<file path="config.mk">
export PLATFORM = sky130hd
export DESIGN_NAME = hcs_front
export DESIGN_NICKNAME = d
export VERILOG_FILES = /design/src/design/hcs_pkg.sv /design/src/design/hcs_front.sv
export SDC_FILE = /design/constraint.sdc
export NUM_CORES = 1
export LEC_CHECK = 0
export BUFFER_PORTS_ARGS = -buffer_cell sky130_fd_sc_hd__buf_2
export CAP_MARGIN = 30
export CORE_MARGIN = 1
export CORE_UTILIZATION = 63
export DETAILED_ROUTE_END_ITERATION = 8
export PLACE_DENSITY = 0.85
export SLEW_MARGIN = 20
export SYNTH_ARGS = -nofsm -noshare
export SYNTH_HDL_FRONTEND = slang
export SYNTH_SLANG_ARGS = --single-unit
export TNS_END_PERCENT = 1
</file>
<file path="constraint.sdc">
create_clock -name i_clk -period 14.88 [get_ports i_clk]
set_input_delay 2.976 -clock i_clk [delete_from_list [all_inputs] [get_ports i_clk]]
set_output_delay 2.976 -clock i_clk [all_outputs]
set_load 0.02 [all_outputs]
</file>
<file path="src/design/hcs_pkg.sv">
`default_nettype none
// ---------------------------------------------------------------------------
// hcs_pkg: shared constants and types for the HSL color shade pipeline
// Fixed-point formats, divider sizing and the word carried alongside
// the divider stages.
// ---------------------------------------------------------------------------
package hcs_pkg;

    localparam int CH_W      = 8;   // color channel width
    localparam int FACT_W    = 10;  // shade factor width, Q2.8
    localparam int FACT_FRAC = 8;
    localparam int FRAC      = 16;  // fraction bits of unit values
    localparam int UNIT_W    = FRAC + 1;  // holds 0..ONE inclusive

    localparam logic [UNIT_W-1:0] ONE        = UNIT_W'(1) << FRAC;
    localparam logic [UNIT_W-1:0] HALF       = UNIT_W'(1) << (FRAC - 1);
    localparam logic [UNIT_W-1:0] THIRD      = UNIT_W'((2 ** FRAC) / 3);
    localparam logic [UNIT_W-1:0] TWO_THIRDS = UNIT_W'((2 * (2 ** FRAC)) / 3);

    // restoring divider: quotient below 2**DIV_Q_W, numerator top part below divisor
    localparam int DIV_Q_W   = UNIT_W;
    localparam int DIV_DEN_W = UNIT_W + 1;
    localparam int DIV_NUM_W = DIV_Q_W + FRAC;

    // hue in degrees, Q16
    localparam int DEG_W = 25;
    localparam logic [DEG_W-1:0] DEG_120 = DEG_W'(120 * (2 ** FRAC));
    localparam logic [DEG_W-1:0] DEG_240 = DEG_W'(240 * (2 ** FRAC));
    localparam logic [DEG_W-1:0] DEG_360 = DEG_W'(360 * (2 ** FRAC));

    // degrees to turns: ((deg >> 3) * TURN_RECIP) >> TURN_SHIFT == deg / 360,
    // exact for every deg below 360 degrees
    localparam int TURN_SHIFT   = 28;
    localparam int TURN_RECIP_W = 23;
    localparam logic [TURN_RECIP_W-1:0] TURN_RECIP = TURN_RECIP_W'(5965233); // ceil(2**28/45)

    // which channel holds the maximum
    typedef enum logic [1:0] {
        SEC_RED,
        SEC_GREEN,
        SEC_BLUE
    } t_sector;

    // per-pixel word that rides along the divider stages
    typedef struct packed {
        logic [CH_W-1:0]   alpha;
        logic [FACT_W-1:0] fac;
        logic [UNIT_W-1:0] l;
        logic [UNIT_W-1:0] s;
        logic [UNIT_W-1:0] dmag;
        logic [UNIT_W-1:0] delta;
        logic              neg;
        t_sector           sec;
    } t_side;

endpackage
`default_nettype wire

</file>
<file path="src/design/hcs_front.sv">
`default_nettype none
// ---------------------------------------------------------------------------
// hcs_front: RGB to unit values, max/min, lightness, saturation operands
// Three register stages; output feeds the saturation divider.
// ---------------------------------------------------------------------------
module hcs_front import hcs_pkg::*; (
    input  logic                 i_clk,
    input  logic                 i_rst_n,
    input  logic                 i_en,
    input  logic                 i_valid,
    input  logic [CH_W-1:0]      i_red,
    input  logic [CH_W-1:0]      i_green,
    input  logic [CH_W-1:0]      i_blue,
    input  logic [CH_W-1:0]      i_alpha,
    input  logic [FACT_W-1:0]    i_fac,
    output logic                 o_valid,
    output logic [DIV_NUM_W-1:0] o_num,
    output logic [DIV_DEN_W-1:0] o_den,
    output t_side                o_side
);

    localparam logic [DIV_DEN_W-1:0] TWO_ONE = DIV_DEN_W'(2) << FRAC;

    logic [2:0] r_vld;

    // stage 1: c * 65535 / 255 == 257 * c, plus one for full scale
    logic [UNIT_W-1:0] n_r, n_g, n_b;
    logic [UNIT_W-1:0] r_r, r_g, r_b;
    logic [CH_W-1:0]   r1_alpha;
    logic [FACT_W-1:0] r1_fac;

    assign n_r = {1'b0, i_red, i_red} + UNIT_W'(&i_red);
    assign n_g = {1'b0, i_green, i_green} + UNIT_W'(&i_green);
    assign n_b = {1'b0, i_blue, i_blue} + UNIT_W'(&i_blue);

    // stage 2: extremes, sector, signed hue difference
    logic [UNIT_W-1:0]        n_mx, n_mn;
    t_sector                  n_sec;
    logic signed [UNIT_W:0]   n_diff;
    logic [UNIT_W-1:0]        r_mx, r_mn;
    t_sector                  r_sec;
    logic signed [UNIT_W:0]   r_diff;
    logic [CH_W-1:0]          r2_alpha;
    logic [FACT_W-1:0]        r2_fac;

    always_comb begin
        n_mx = (r_r > r_g) ? r_r : r_g;
        if (r_b > n_mx) begin
            n_mx = r_b;
        end
        n_mn = (r_r < r_g) ? r_r : r_g;
        if (r_b < n_mn) begin
            n_mn = r_b;
        end
        // ties: red over green over blue
        if (r_r >= r_g && r_r >= r_b) begin
            n_sec  = SEC_RED;
            n_diff = $signed({1'b0, r_g}) - $signed({1'b0, r_b});
        end else if (r_g >= r_b) begin
            n_sec  = SEC_GREEN;
            n_diff = $signed({1'b0, r_b}) - $signed({1'b0, r_r});
        end else begin
            n_sec  = SEC_BLUE;
            n_diff = $signed({1'b0, r_r}) - $signed({1'b0, r_g});
        end
    end

    // stage 3: lightness and the saturation division operands
    logic [DIV_DEN_W-1:0] n_sum;
    logic [UNIT_W-1:0]    n_l, n_delta, n_dmag;
    logic                 n_neg;
    logic [DIV_NUM_W-1:0] n_num;
    logic [DIV_DEN_W-1:0] n_den;
    t_side                n_side;
    logic [DIV_NUM_W-1:0] r_num;
    logic [DIV_DEN_W-1:0] r_den;
    t_side                r_side;

    always_comb begin
        n_sum   = {1'b0, r_mx} + {1'b0, r_mn};
        n_l     = n_sum[UNIT_W:1];
        n_delta = r_mx - r_mn;
        n_neg   = r_diff[UNIT_W];
        n_dmag  = n_neg ? UNIT_W'(-r_diff) : r_diff[UNIT_W-1:0];
        if (n_delta == '0) begin
            // grey: saturation forced to zero
            n_num = '0;
            n_den = DIV_DEN_W'(1);
        end else if (n_l <= HALF) begin
            n_num = {n_delta, {FRAC{1'b0}}};
            n_den = n_sum;
        end else begin
            n_num = {n_delta, {FRAC{1'b0}}};
            n_den = TWO_ONE - n_sum;
        end
        n_side.alpha = r2_alpha;
        n_side.fac   = r2_fac;
        n_side.l     = n_l;
        n_side.s     = '0;
        n_side.dmag  = n_dmag;
        n_side.delta = n_delta;
        n_side.neg   = n_neg;
        n_side.sec   = r_sec;
    end

    always_ff @(posedge i_clk) begin
        if (!i_rst_n) begin
            r_vld <= '0;
        end else if (i_en) begin
            r_vld <= {r_vld[1:0], i_valid};
        end
    end

    always_ff @(posedge i_clk) begin
        if (i_en) begin
            r_r      <= n_r;
            r_g      <= n_g;
            r_b      <= n_b;
            r1_alpha <= i_alpha;
            r1_fac   <= i_fac;
            r_mx     <= n_mx;
            r_mn     <= n_mn;
            r_sec    <= n_sec;
            r_diff   <= n_diff;
            r2_alpha <= r1_alpha;
            r2_fac   <= r1_fac;
            r_num    <= n_num;
            r_den    <= n_den;
            r_side   <= n_side;
        end
    end

    assign o_valid = r_vld[2];
    assign o_num   = r_num;
    assign o_den   = r_den;
    assign o_side  = r_side;

endmodule
`default_nettype wire

</file>
==> summary.txt <==
Share of layout cells above drive strength 1 - 0.142
RSZ-0062 raised after global routing - false
Initial core utilization - 0.647
Post-synth ARST share - 0
Layout area overhead - 11.9%
Setup CP Type - register to register
Hold buffers post-CTS - 0
Cell count after synthesis - 1,453
Worst clock skew on the final layout - 13.6 ps
Final setup fails - 0
Placer Congestion - 1.00
Crit path arrival time - 6020 ps
Synth area leader - edfxtp_1
Width of the die - 161 µm
Critical Path Start - r_r[0]
CTS clk-pin slew, worst paths - 70 ps
Number of synthesized flops with an enable pin - 248
Largest net degree at the start of global routing - 97
Area occupied by multi-input gates - 7640 µm²
Die ar. - 25,800 µm²
Synth unique cells - 79
Setup bufs post-CTS - 0
CTS Buf Count - 27
Fin crit share - 0.386
Initial antenna violation count - 0
Via density per instance - 6.20
H-tree level count - 1
Die H - 161 µm
Worst reg2reg path depth - 22
CTS tree - built
Status - completed
Register area share after synthesis - 0.474
Register area - 7510 µm²
Congestion Overflow GR - 0
Crit-path slowest cell - o311ai_4
Crit path to - r_mn[11]
Commonest non-fill, non-tap cell in the layout - edfxtp_1
Post-route cell area - 17,700 µm²
FF+latch count, synth - 251
R2r setup slk - 9140 ps
Required @ worst endpoint - 15,160 ps
Via count - 12,114
Lkg Pwr - 0.00757 µW
Synth Area in Adders - 0.105
Synth Flop Type - edfxtp_1
Final Hold Viols - 0
Post-layout util - 0.724
Yosys warns - 0
Synth area leaders - edfxtp_1 (47%), ha_1 (9.9%), mux2i_1 (3.9%)
Port bufs - 153
Root buf cell - clkbuf_16
N_diodes - 0
Antenna-violating nets left - 0
CTS sink count - 251
Setup slack after placement - 9280 ps
Synthesized area - 15,800 µm²
Total negative setup slack - 0 ps
DR iter-0 viols - 1,189
Average size of a mapped cell - 10.9 µm²
Worst hold path type - register to register
Crit Path Max Fanout - 22
Post-CTS Resized - 0
Fillers - 1,746
Worst VDD drop - 0.110 mV
MaxCap Viol Count - 0
Crit path cell chain - inv_1 > ha_1 > fa_1 > nor2b_1 > o21ai_0 > a21oi_1 > o31a_1 > nor2_1 > o311ai_4 > buf_4 > nor2_1 > a21oi_1 > ha_1 > a21o_1 > a21o_1 > a21o_1 > a21o_1 > a21o_1 > a31oi_1 > a31oi_2 > buf_4 > mux2i_1
Worst R2R End - r_mn[11]
Wire length per cell - 21.3 µm
Row cnt - 57
Power Total - 2800 µW
HPWL after DPL - 31,700 µm
Power Density - 158 nW/µm²
Rel. slew slack - 0.412
Max stage delay on crit path - 710 ps
Core area - 24,500 µm²
Mux contribution to synthesized area - 0.0420
Element type at the critical path end - register
Commonest cells after routing, fill and taps aside - edfxtp_1 (248), buf_2 (152), ha_1 (125)
Global-route wire length before repair - 62,400 µm
Max Fclk - 174 MHz
Final Max Slew Viols - 0
Slew @ Worst Pin - 871 ps
CP dominant cell by count - a21o_1
Yosys top cell area share - 0.470
# IOs - 187
Total wire length - 41,500 µm
Final worst slack - 9140 ps
Crit path launch type - register
Clock tree buffer depth - 3
Area fraction in compound gates after synthesis - 0.133
Final #Nets - 1,785
Synth Area in XOR/XNOR - 0.0536
Clock latency on the worst-skew pair - 550 ps
Area after DPL - 16,900 µm²
RR Startpoint - r_r[0]
Residual DRC count - 0
Vias in the first global route - 11,281
Tmin final - 5740 ps
Drt first pass iters - 5
Gr usage total - 0.316
Post-Synth Simple-Gate Area - 0.139
Largest family of logic cells by synthesized area - simple AND/OR/NAND/NOR gates
[layer usage]
| metal | vias to the layer above | track usage | share of wire |
|---|---|---|---|
| li1 | 5660 | - | - |
| met1 | 5755 | 0.428 | 0.41 |
| met2 | 606 | 0.532 | 0.48 |
| met3 | 93 | 0.0346 | 0.075 |
| met4 | 0 | 0.107 | 0.036 |
| met5 | - | 0 | 0 |
[layout make-up]
type,instances,area share
multi-input combinational,1047,0.431
sequential,251,0.424
tap,324,0.0229
clock buffer,30,0.0388
clock inverter,19,0.00848
inverter,117,0.0248
timing repair buffer,165,0.0500
[worst min-delay path by stage]
stage | from | endpoint | slack (ps) | cells after the start
global route | r1_alpha[3] | r2_alpha[3] | 420 | 0
finish | r1_fac[7] | r2_fac[7] | 410 | 0
detailed placement | r2_fac[1] | o_side[72] | 400 | 0
CTS | r1_fac[7] | r2_fac[7] | 410 | 0
floorplan | r_sec[0] | o_side[0] | 400 | 0
global placement | r1_fac[2] | r2_fac[2] | 400 | 0
[power breakdown]
group / total, µW / internal (µW) / switching (µW)
clock network: 639 / 366 / 273
registers: 1050 / 978 / 68.5
logic: 1120 / 413 / 702
total: 2800 / 1760 / 1040
[per-stage QoR]
step / hold WS [ps] / cells
after global routing: 421 / 1953
after floorplan: 400 / 1485
final: 405 / 1953
after detailed placement: 405 / 1903
after global placement: 401 / 1902
after CTS: 410 / 1952
[worst max-delay path, delay by kind of cell (launching register included)]
kind | cells | cell delay [ps]
adders and majority gates | 3 | 950
AOI/OAI and AO/OA | 12 | 2930
DFF | 1 | 350
and+or+nand+nor | 3 | 320
buffers and inverters | 3 | 770
muxes | 1 | 140
[cell usage after synthesis, types with 31 or more instances]
library cell and instances:
o21ai_0 58, nor2_1 88, nand3_1 39, nand2_1 52
nor2b_1 31, mux2i_1 62, inv_1 114, edfxtp_1 248
buf_4 35, ha_1 125, nor3_1 35, a21oi_1 89
xnor2_1 69
[kinds of logic (layout without fill, tap and decap cells)]
family | Yosys count | after routing
muxes | 66 | 66
buffers and inverters | 187 | 331
DFF | 251 | 251
AOI/OAI and AO/OA | 315 | 315
other | 1 | 33
and+or+nand+nor | 407 | 407
xor gates and xnor gates | 96 | 96
adders and majority gates | 130 | 130
[sequential cells by signal, summed over array words and instances, names as in the netlist]
name      cells
r1_fac       10
r2_fac       10
r_sec         2
r_b          17
r_g          17
r1_alpha      8
r_diff       18
r_r          17
o_side       72
r2_alpha      8
r_mn         17
r_vld         3
r_mx         17
o_den        18
o_num        17
Power figures use the tool's default switching activity.
