## config.mk

```make
export PLATFORM = sky130hd
export DESIGN_NAME = hcs_back
export DESIGN_NICKNAME = d
export VERILOG_FILES = /design/src/design/hcs_pkg.sv /design/src/design/hcs_back.sv
export SDC_FILE = /design/constraint.sdc
export NUM_CORES = 2
export LEC_CHECK = 0
export BUFFER_PORTS_ARGS = -buffer_cell sky130_fd_sc_hd__buf_2
export CAP_MARGIN = 10
export CORE_MARGIN = 8
export CORE_UTILIZATION = 60
export DETAILED_ROUTE_END_ITERATION = 16
export HOLD_SLACK_MARGIN = 0.12
export PLACE_DENSITY = 0.84
export SLEW_MARGIN = 20
export SYNTH_ARGS = -nofsm -noshare
export SYNTH_HDL_FRONTEND = slang
export SYNTH_SLANG_ARGS = --single-unit
```

## constraint.sdc

```tcl
create_clock -name i_clk -period 7.3 [get_ports i_clk]
set_clock_uncertainty 0.05 [all_clocks]
set_input_delay 0.73 -clock i_clk [delete_from_list [all_inputs] [get_ports i_clk]]
set_output_delay 0.73 -clock i_clk [all_outputs]
set_load 0.1 [all_outputs]
```

## src/design/hcs_pkg.sv

```systemverilog
`default_nettype none
// ---------------------------------------------------------------------------
// hcs_pkg: shared constants and types for the HSL color shade pipeline
// Fixed-point formats, divider sizing and the word carried alongside
// the divider stages.
// ---------------------------------------------------------------------------
package hcs_pkg;

    localparam int CH_W      = 8;   // color channel width
    localparam int FACT_W    = 10;  // shade factor width, Q2.8
    localparam int FACT_FRAC = 8;
    localparam int FRAC      = 16;  // fraction bits of unit values
    localparam int UNIT_W    = FRAC + 1;  // holds 0..ONE inclusive

    localparam logic [UNIT_W-1:0] ONE        = UNIT_W'(1) << FRAC;
    localparam logic [UNIT_W-1:0] HALF       = UNIT_W'(1) << (FRAC - 1);
    localparam logic [UNIT_W-1:0] THIRD      = UNIT_W'((2 ** FRAC) / 3);
    localparam logic [UNIT_W-1:0] TWO_THIRDS = UNIT_W'((2 * (2 ** FRAC)) / 3);

    // restoring divider: quotient below 2**DIV_Q_W, numerator top part below divisor
    localparam int DIV_Q_W   = UNIT_W;
    localparam int DIV_DEN_W = UNIT_W + 1;
    localparam int DIV_NUM_W = DIV_Q_W + FRAC;

    // hue in degrees, Q16
    localparam int DEG_W = 25;
    localparam logic [DEG_W-1:0] DEG_120 = DEG_W'(120 * (2 ** FRAC));
    localparam logic [DEG_W-1:0] DEG_240 = DEG_W'(240 * (2 ** FRAC));
    localparam logic [DEG_W-1:0] DEG_360 = DEG_W'(360 * (2 ** FRAC));

    // degrees to turns: ((deg >> 3) * TURN_RECIP) >> TURN_SHIFT == deg / 360,
    // exact for every deg below 360 degrees
    localparam int TURN_SHIFT   = 28;
    localparam int TURN_RECIP_W = 23;
    localparam logic [TURN_RECIP_W-1:0] TURN_RECIP = TURN_RECIP_W'(5965233); // ceil(2**28/45)

    // which channel holds the maximum
    typedef enum logic [1:0] {
        SEC_RED,
        SEC_GREEN,
        SEC_BLUE
    } t_sector;

    // per-pixel word that rides along the divider stages
    typedef struct packed {
        logic [CH_W-1:0]   alpha;
        logic [FACT_W-1:0] fac;
        logic [UNIT_W-1:0] l;
        logic [UNIT_W-1:0] s;
        logic [UNIT_W-1:0] dmag;
        logic [UNIT_W-1:0] delta;
        logic              neg;
        t_sector           sec;
    } t_side;

endpackage
`default_nettype wire

```

## src/design/hcs_back.sv

```systemverilog
`default_nettype none
// ---------------------------------------------------------------------------
// hcs_back: shade lightness/saturation and convert HSL back to RGB
// Seven register stages, the last one is the output register.
// ---------------------------------------------------------------------------
module hcs_back import hcs_pkg::*; (
    input  logic              i_clk,
    input  logic              i_rst_n,
    input  logic              i_en,
    input  logic              i_valid,
    input  t_side             i_side,
    input  logic [UNIT_W-1:0] i_turn,
    output logic              o_valid,
    output logic [CH_W-1:0]   o_red,
    output logic [CH_W-1:0]   o_green,
    output logic [CH_W-1:0]   o_blue,
    output logic [CH_W-1:0]   o_alpha
);

    localparam int PW = UNIT_W + FACT_W;
    localparam int XW = UNIT_W + CH_W + 1;
    localparam logic [CH_W-1:0] MAXC = '1;

    typedef enum logic [1:0] {
        SEG_RAMP,
        SEG_Q,
        SEG_P
    } t_seg;

    function automatic logic [CH_W-1:0] to_chan(input logic [UNIT_W:0] v);
        logic [XW-1:0]      x;
        logic [XW-FRAC-1:0] r;
        x = {v, {CH_W{1'b0}}} - XW'(v) + XW'(HALF);
        r = x[XW-1:FRAC];
        return (r > (XW-FRAC)'(MAXC)) ? MAXC : r[CH_W-1:0];
    endfunction

    logic [6:0] r_vld;

    // stage 1: scale and clamp
    logic [PW-1:0]     n1_lp, n1_sp;
    logic [UNIT_W-1:0] n1_l, n1_s;
    logic [UNIT_W-1:0] r1_l, r1_s, r1_turn;
    logic [CH_W-1:0]   r1_alpha;

    always_comb begin
        n1_lp = PW'(i_side.l) * PW'(i_side.fac);
        n1_sp = PW'(i_side.s) * PW'(i_side.fac);
        n1_l  = (n1_lp[PW-1:FACT_FRAC] > (PW-FACT_FRAC)'(ONE)) ? ONE
              : n1_lp[UNIT_W+FACT_FRAC-1:FACT_FRAC];
        n1_s  = (n1_sp[PW-1:FACT_FRAC] > (PW-FACT_FRAC)'(ONE)) ? ONE
              : n1_sp[UNIT_W+FACT_FRAC-1:FACT_FRAC];
    end

    // stage 2: l * s
    logic [2*UNIT_W-1:0] n2_prod;
    logic [UNIT_W-1:0]   r2_ls, r2_l, r2_s, r2_turn;
    logic [CH_W-1:0]     r2_alpha;

    assign n2_prod = r1_l * r1_s;

    // stage 3: q, p and the three hue offsets
    logic [UNIT_W:0]          n3_q;
    logic signed [UNIT_W+1:0] n3_p;
    logic [UNIT_W:0]          n3_tr;
    logic [UNIT_W-1:0]        n3_t [3];
    logic [UNIT_W-1:0]        r3_q, r3_p, r3_l;
    logic [UNIT_W-1:0]        r3_t [3];
    logic                     r3_szero;
    logic [CH_W-1:0]          r3_alpha;

    always_comb begin
        if (r2_l <= HALF) begin
            n3_q = {1'b0, r2_l} + {1'b0, r2_ls};
        end else begin
            n3_q = {1'b0, r2_l} + {1'b0, r2_s} - {1'b0, r2_ls};
        end
        n3_p = $signed({1'b0, r2_l, 1'b0}) - $signed({1'b0, n3_q});
        if (n3_p < 0) begin
            n3_p = '0;
        end
        n3_tr   = {1'b0, r2_turn} + {1'b0, THIRD};
        n3_t[0] = (n3_tr > {1'b0, ONE}) ? UNIT_W'(n3_tr - {1'b0, ONE}) : n3_tr[UNIT_W-1:0];
        n3_t[1] = r2_turn;
        n3_t[2] = (r2_turn >= THIRD) ? (r2_turn - THIRD) : (r2_turn + (ONE - THIRD));
    end

    // stage 4: hue segment and ramp weight per channel
    localparam int W6 = UNIT_W + 3;
    logic [W6-1:0]     n4_t6  [3];
    logic [W6-1:0]     n4_t3  [3];
    logic [W6-1:0]     n4_dd6 [3];
    logic [UNIT_W-1:0] n4_dd  [3];
    logic [UNIT_W-1:0] n4_w   [3];
    t_seg              n4_seg [3];
    logic [UNIT_W-1:0] r4_w   [3];
    t_seg              r4_seg [3];
    logic [UNIT_W-1:0] r4_d, r4_p, r4_q, r4_l;
    logic              r4_szero;
    logic [CH_W-1:0]   r4_alpha;

    always_comb begin
        for (int c = 0; c < 3; c++) begin
            n4_t6[c]  = (W6'(r3_t[c]) << 2) + (W6'(r3_t[c]) << 1);
            n4_t3[c]  = (W6'(r3_t[c]) << 1) + W6'(r3_t[c]);
            n4_dd[c]  = TWO_THIRDS - r3_t[c];
            n4_dd6[c] = (W6'(n4_dd[c]) << 2) + (W6'(n4_dd[c]) << 1);
            if (n4_t6[c] < W6'(ONE)) begin
                n4_seg[c] = SEG_RAMP;
                n4_w[c]   = n4_t6[c][UNIT_W-1:0];
            end else if ({r3_t[c], 1'b0} < {1'b0, ONE}) begin
                n4_seg[c] = SEG_Q;
                n4_w[c]   = '0;
            end else if (n4_t3[c] < (W6'(ONE) << 1)) begin
                n4_seg[c] = SEG_RAMP;
                n4_w[c]   = n4_dd6[c][UNIT_W-1:0];
            end else begin
                n4_seg[c] = SEG_P;
                n4_w[c]   = '0;
            end
        end
    end

    // stage 5: ramp product
    logic [2*UNIT_W-1:0] n5_prod [3];
    logic [UNIT_W-1:0]   r5_hp   [3];
    t_seg                r5_seg  [3];
    logic [UNIT_W-1:0]   r5_p, r5_q, r5_l;
    logic                r5_szero;
    logic [CH_W-1:0]     r5_alpha;

    always_comb begin
        for (int c = 0; c < 3; c++) begin
            n5_prod[c] = r4_d * r4_w[c];
        end
    end

    // stage 6: channel value in unit scale
    logic [UNIT_W:0] n6_v [3];
    logic [UNIT_W:0] r6_v [3];
    logic [CH_W-1:0] r6_alpha;

    always_comb begin
        for (int c = 0; c < 3; c++) begin
            if (r5_szero) begin
                n6_v[c] = {1'b0, r5_l};
            end else begin
                case (r5_seg[c])
                    SEG_RAMP: n6_v[c] = {1'b0, r5_p} + {1'b0, r5_hp[c]};
                    SEG_Q:    n6_v[c] = {1'b0, r5_q};
                    SEG_P:    n6_v[c] = {1'b0, r5_p};
                    default:  n6_v[c] = {1'b0, r5_p};
                endcase
            end
        end
    end

    // stage 7: output register
    logic [CH_W-1:0] r7_red, r7_green, r7_blue, r7_alpha;

    always_ff @(posedge i_clk) begin
        if (!i_rst_n) begin
            r_vld <= '0;
        end else if (i_en) begin
            r_vld <= {r_vld[5:0], i_valid};
        end
    end

    always_ff @(posedge i_clk) begin
        if (i_en) begin
            r1_l     <= n1_l;
            r1_s     <= n1_s;
            r1_turn  <= i_turn;
            r1_alpha <= i_side.alpha;

            r2_ls    <= n2_prod[2*UNIT_W-2:FRAC];
            r2_l     <= r1_l;
            r2_s     <= r1_s;
            r2_turn  <= r1_turn;
            r2_alpha <= r1_alpha;

            r3_q     <= n3_q[UNIT_W-1:0];
            r3_p     <= n3_p[UNIT_W-1:0];
            r3_l     <= r2_l;
            r3_szero <= (r2_s == '0);
            r3_alpha <= r2_alpha;

            r4_d     <= r3_q - r3_p;
            r4_p     <= r3_p;
            r4_q     <= r3_q;
            r4_l     <= r3_l;
            r4_szero <= r3_szero;
            r4_alpha <= r3_alpha;

            r5_p     <= r4_p;
            r5_q     <= r4_q;
            r5_l     <= r4_l;
            r5_szero <= r4_szero;
            r5_alpha <= r4_alpha;

            r6_alpha <= r5_alpha;

            r7_red   <= to_chan(r6_v[0]);
            r7_green <= to_chan(r6_v[1]);
            r7_blue  <= to_chan(r6_v[2]);
            r7_alpha <= r6_alpha;

            for (int c = 0; c < 3; c++) begin
                r3_t[c]   <= n3_t[c];
                r4_w[c]   <= n4_w[c];
                r4_seg[c] <= n4_seg[c];
                r5_hp[c]  <= n5_prod[c][2*UNIT_W-2:FRAC];
                r5_seg[c] <= r4_seg[c];
                r6_v[c]   <= n6_v[c];
            end
        end
    end

    assign o_valid = r_vld[6];
    assign o_red   = r7_red;
    assign o_green = r7_green;
    assign o_blue  = r7_blue;
    assign o_alpha = r7_alpha;

endmodule
`default_nettype wire

```

==> impl_metrics.csv <==
group,metric,value,unit
run_status,outcome,"complete, no violations",
floorplan,core_area,131000,um2
final_layout,fillers,9731,
sta,max_freq,0.140,GHz
yosys,syn-num-nets,10200,
sta,worst_pin_slew,0.978,ns
floorplan,rows,133,
setup_path,cp-end-kind,"register",
global_routing,grt_pass1_vias,60000,
cts,clkLatencyLatePin,0.68,ns
yosys,postSynthAreaPerCell,9.72,um2
global_routing,grt.overflow.total,0,
sta,fin_crit,7.15,ns
yosys,synth_common_cells,"inv_1 (1607), fa_1 (1102), nand2_1 (1009), ha_1 (925), and2_1 (590)",
yosys,synth.distinct_cells,91,
route,dr.pass1.iters,6,
cts,root_buffer,"clkbuf_16",
route,vias_per_cell,5.65,
yosys,synth-seq-cells,595,
setup_path,crit_top_cell,"fa_1",
setup_path,reg2reg_setup_slack,0.15,ns
cts,cts_hold_buf,0,
setup_path,cpPeakStageDelay,0.56,ns
sta,grt_setup_unrepaired,"true",
yosys,syn_inst,8112,
yosys,netlist_area,78900,um2
setup_path,critPathLaunchType,"register",
global_routing,grt_pass1_wl,297000,um
yosys,synth-seq-area-share,0.226,
sta,final_hold_viol_count,0,
cts,cts_sinks,595,
route,ant_nets,0,
final_layout,fin_nets,10300,
setup_path,cp-startpoint,"r4_d[10]",
yosys,synth_flop_cell,"edfxtp_1",
sta,slew_viol_final,0,
setup_path,cp_cell_sequence,"buf_12, nand2_1, fa_1, inv_1, fa_1, inv_1, fa_1, fa_1, inv_1, fa_1, fa_1, ha_1, a211oi_1, nand2_1, nor4_1, a211oi_1, a221oi_2, o21ai_1, o21a_1, a211o_1, a21oi_1, xnor2_1",
route,drc_errors,0,
sta,fin_tns_setup,0,ns
route,vias,56200,
final_layout,multi_input_area,53900,um2
route,wl_per_cell,18.4,um
final_layout,ff_latch_area,17800,um2
worst_hold_path,hold_class,"in -> reg",
yosys,synth-edff-count,588,
setup_path,cp.required,7.69,ns
cts,cts_tree,"built",
setup_path,r2r-end,"r5_hp[0][33]",
setup_path,cp_top_family,"adder cells",
yosys,yosysTopAreaCellShare,0.280,
global_routing,antenna_found_initial,2,
setup_path,crit_type,"reg -> reg",
cts,clock_path_buffers,3,
yosys,async_flop_share,0,
setup_path,r2r_cells,22,
setup_path,cp.depth,22,
setup_path,critPathArrivalTime,7.54,ns
sta,setup_viol,0,
floorplan,fp.dieH,379,um
job,max_cap_viol_count,0,
place,gp_congestion,0.929,
setup_path,endpoint,"r5_hp[0][33]",
route,wl,183000,um
final_layout,area_growth,6.84,%
floorplan,dieArea,143000,um2
setup_path,path_buf_inv,4,
floorplan,initial_core_util,0.602,
yosys,synth_area_leaders,"fa_1 (28%), edfxtp_1 (22%), ha_1 (15%)",
yosys,yosysMostFrequentCell,"inv_1",
setup_path,crit_fanout,38,
cts,cts_max_level,3,
cts,path_clk_slew,0.06,ns
setup_path,critPathSlowestCell,"edfxtp_1",
floorplan,die_w,379,um
route,drtIter0Drc,4335,
floorplan,ioPinCount,143,
yosys,yosys.area.top_type,"fa_1",
sta,timing.hold.ws,0.192,ns
global_routing,track_usage,0.255,
final_layout,utilization,0.644,
sta,maxSlewHeadroom,0.348,
setup_path,crit-reg2reg-launch,"r4_d[10]",
sta,fin_crit_sh,0.980,
cts,cts_buffers,68,
final_layout,drive_above_1_share,0.0520,
place,dpl.hpwl,144000,um
global_routing,grt_max_degree,176,
yosys,yosys_warnings,0,
place,port_buffers,105,
## worst register-to-register path, stage by stage (launching register included)
cell and delay [ns]:
edfxtp_1 0.56, buf_12 0.28, nand2_1 0.15, fa_1 0.56
inv_1 0.06, fa_1 0.54, inv_1 0.06, fa_1 0.48
fa_1 0.55, inv_1 0.05, fa_1 0.40, fa_1 0.49
ha_1 0.31, a211oi_1 0.26, nand2_1 0.11, nor4_1 0.26
a211oi_1 0.22, a221oi_2 0.41, o21ai_1 0.19, o21a_1 0.26
a211o_1 0.33, a21oi_1 0.25, xnor2_1 0.10
## routing by layer
metal | global-route usage | vias up | share of wire
met3 | 0.0358 | 564 | 0.073
met4 | 0.126 | 2 | 0.053
met2 | 0.450 | 2314 | 0.50
li1 | - | 25600 | -
met5 | 0 | - | 0.000098
met1 | 0.307 | 27700 | 0.37
## layout by cell type, fill, tap and decap left out, types with 15 or more instances in the layout
master and n:
a211oi_1 27, a21o_1 84, a21oi_1 250, a31oi_1 24
and2_1 590, and3_1 21, buf_12 16, buf_2 104
buf_4 154, clkbuf_16 70, edfxtp_1 588, fa_1 1102
ha_1 925, inv_1 1607, mux2i_1 27, nand2_1 1009
nand2b_1 45, nand3_1 44, nand4_1 18, nor2_1 287
nor2b_1 66, nor3_1 81, nor4_1 21, o211ai_1 25
o21a_1 62, o21ai_0 183, o21ai_1 25, o21bai_1 57
o2bb2ai_1 15, or3_1 43, xnor2_1 246, xor2_1 108
## cell type report
cell class	instances	share of cell area
inverters	1609	0.0717
well taps	1755	0.0261
repair buffers	278	0.0244
flip-flops and latches	595	0.211
clock inverters	49	0.00640
clock buffers	76	0.0211
multi-input cells	5587	0.639
diodes	1	0.0000297
## metrics by stage
step	instance area (um2)	worst slack (ns)	instances
2_1_floorplan	78900	0.478	8112
3_3_place_gp	81700	0.203	9805
3_5_place_dp	81700	0.0121	9805
4_1_cts	84100	0.0106	9940
5_1_grt	84300	-0.0660	9949
6_report	84300	0.148	9950
## sequential cells by signal, summed over array words and instances (netlist names), 48 cells and up
register	count
r6_v	54
r5_hp	51
r4_w	48
r3_t	51
## kinds of logic after synthesis
logic type      after synthesis  synth area share
xor+xnor                    357            0.0402
mux                          31           0.00400
fa+ha+maj                  2027             0.426
flops                       595             0.226
simple gates               2285             0.139
buf+inv                    1930            0.0920
compound gates              887            0.0725
## what timing repair did
item | 4_1_cts | 5_1_grt
gates resized for setup | 0 | 8
endpoints found under the hold margin | 0 | 0
setup buffers | 10 | 7
endpoints found under the setup margin | 1 | 13
## worst min-delay path by stage
stage | startpoint | to | slack, ns | depth (start not counted)
4_1_cts | i_side[83] | r1_alpha[2] | 0.15 | 1
6_report | i_side[83] | r1_alpha[2] | 0.19 | 1
2_1_floorplan | r6_alpha[0] | o_alpha[0] | 0.35 | 0
5_1_grt | i_side[88] | r1_alpha[7] | 0.17 | 1
3_3_place_gp | r2_alpha[5] | r3_alpha[5] | 0.35 | 0
3_5_place_dp | r1_alpha[5] | r2_alpha[5] | 0.35 | 0
Power is left out: the tool's default activity adds up to more than one toggle a clock period on the data nets, which glitch-free logic cannot reach.
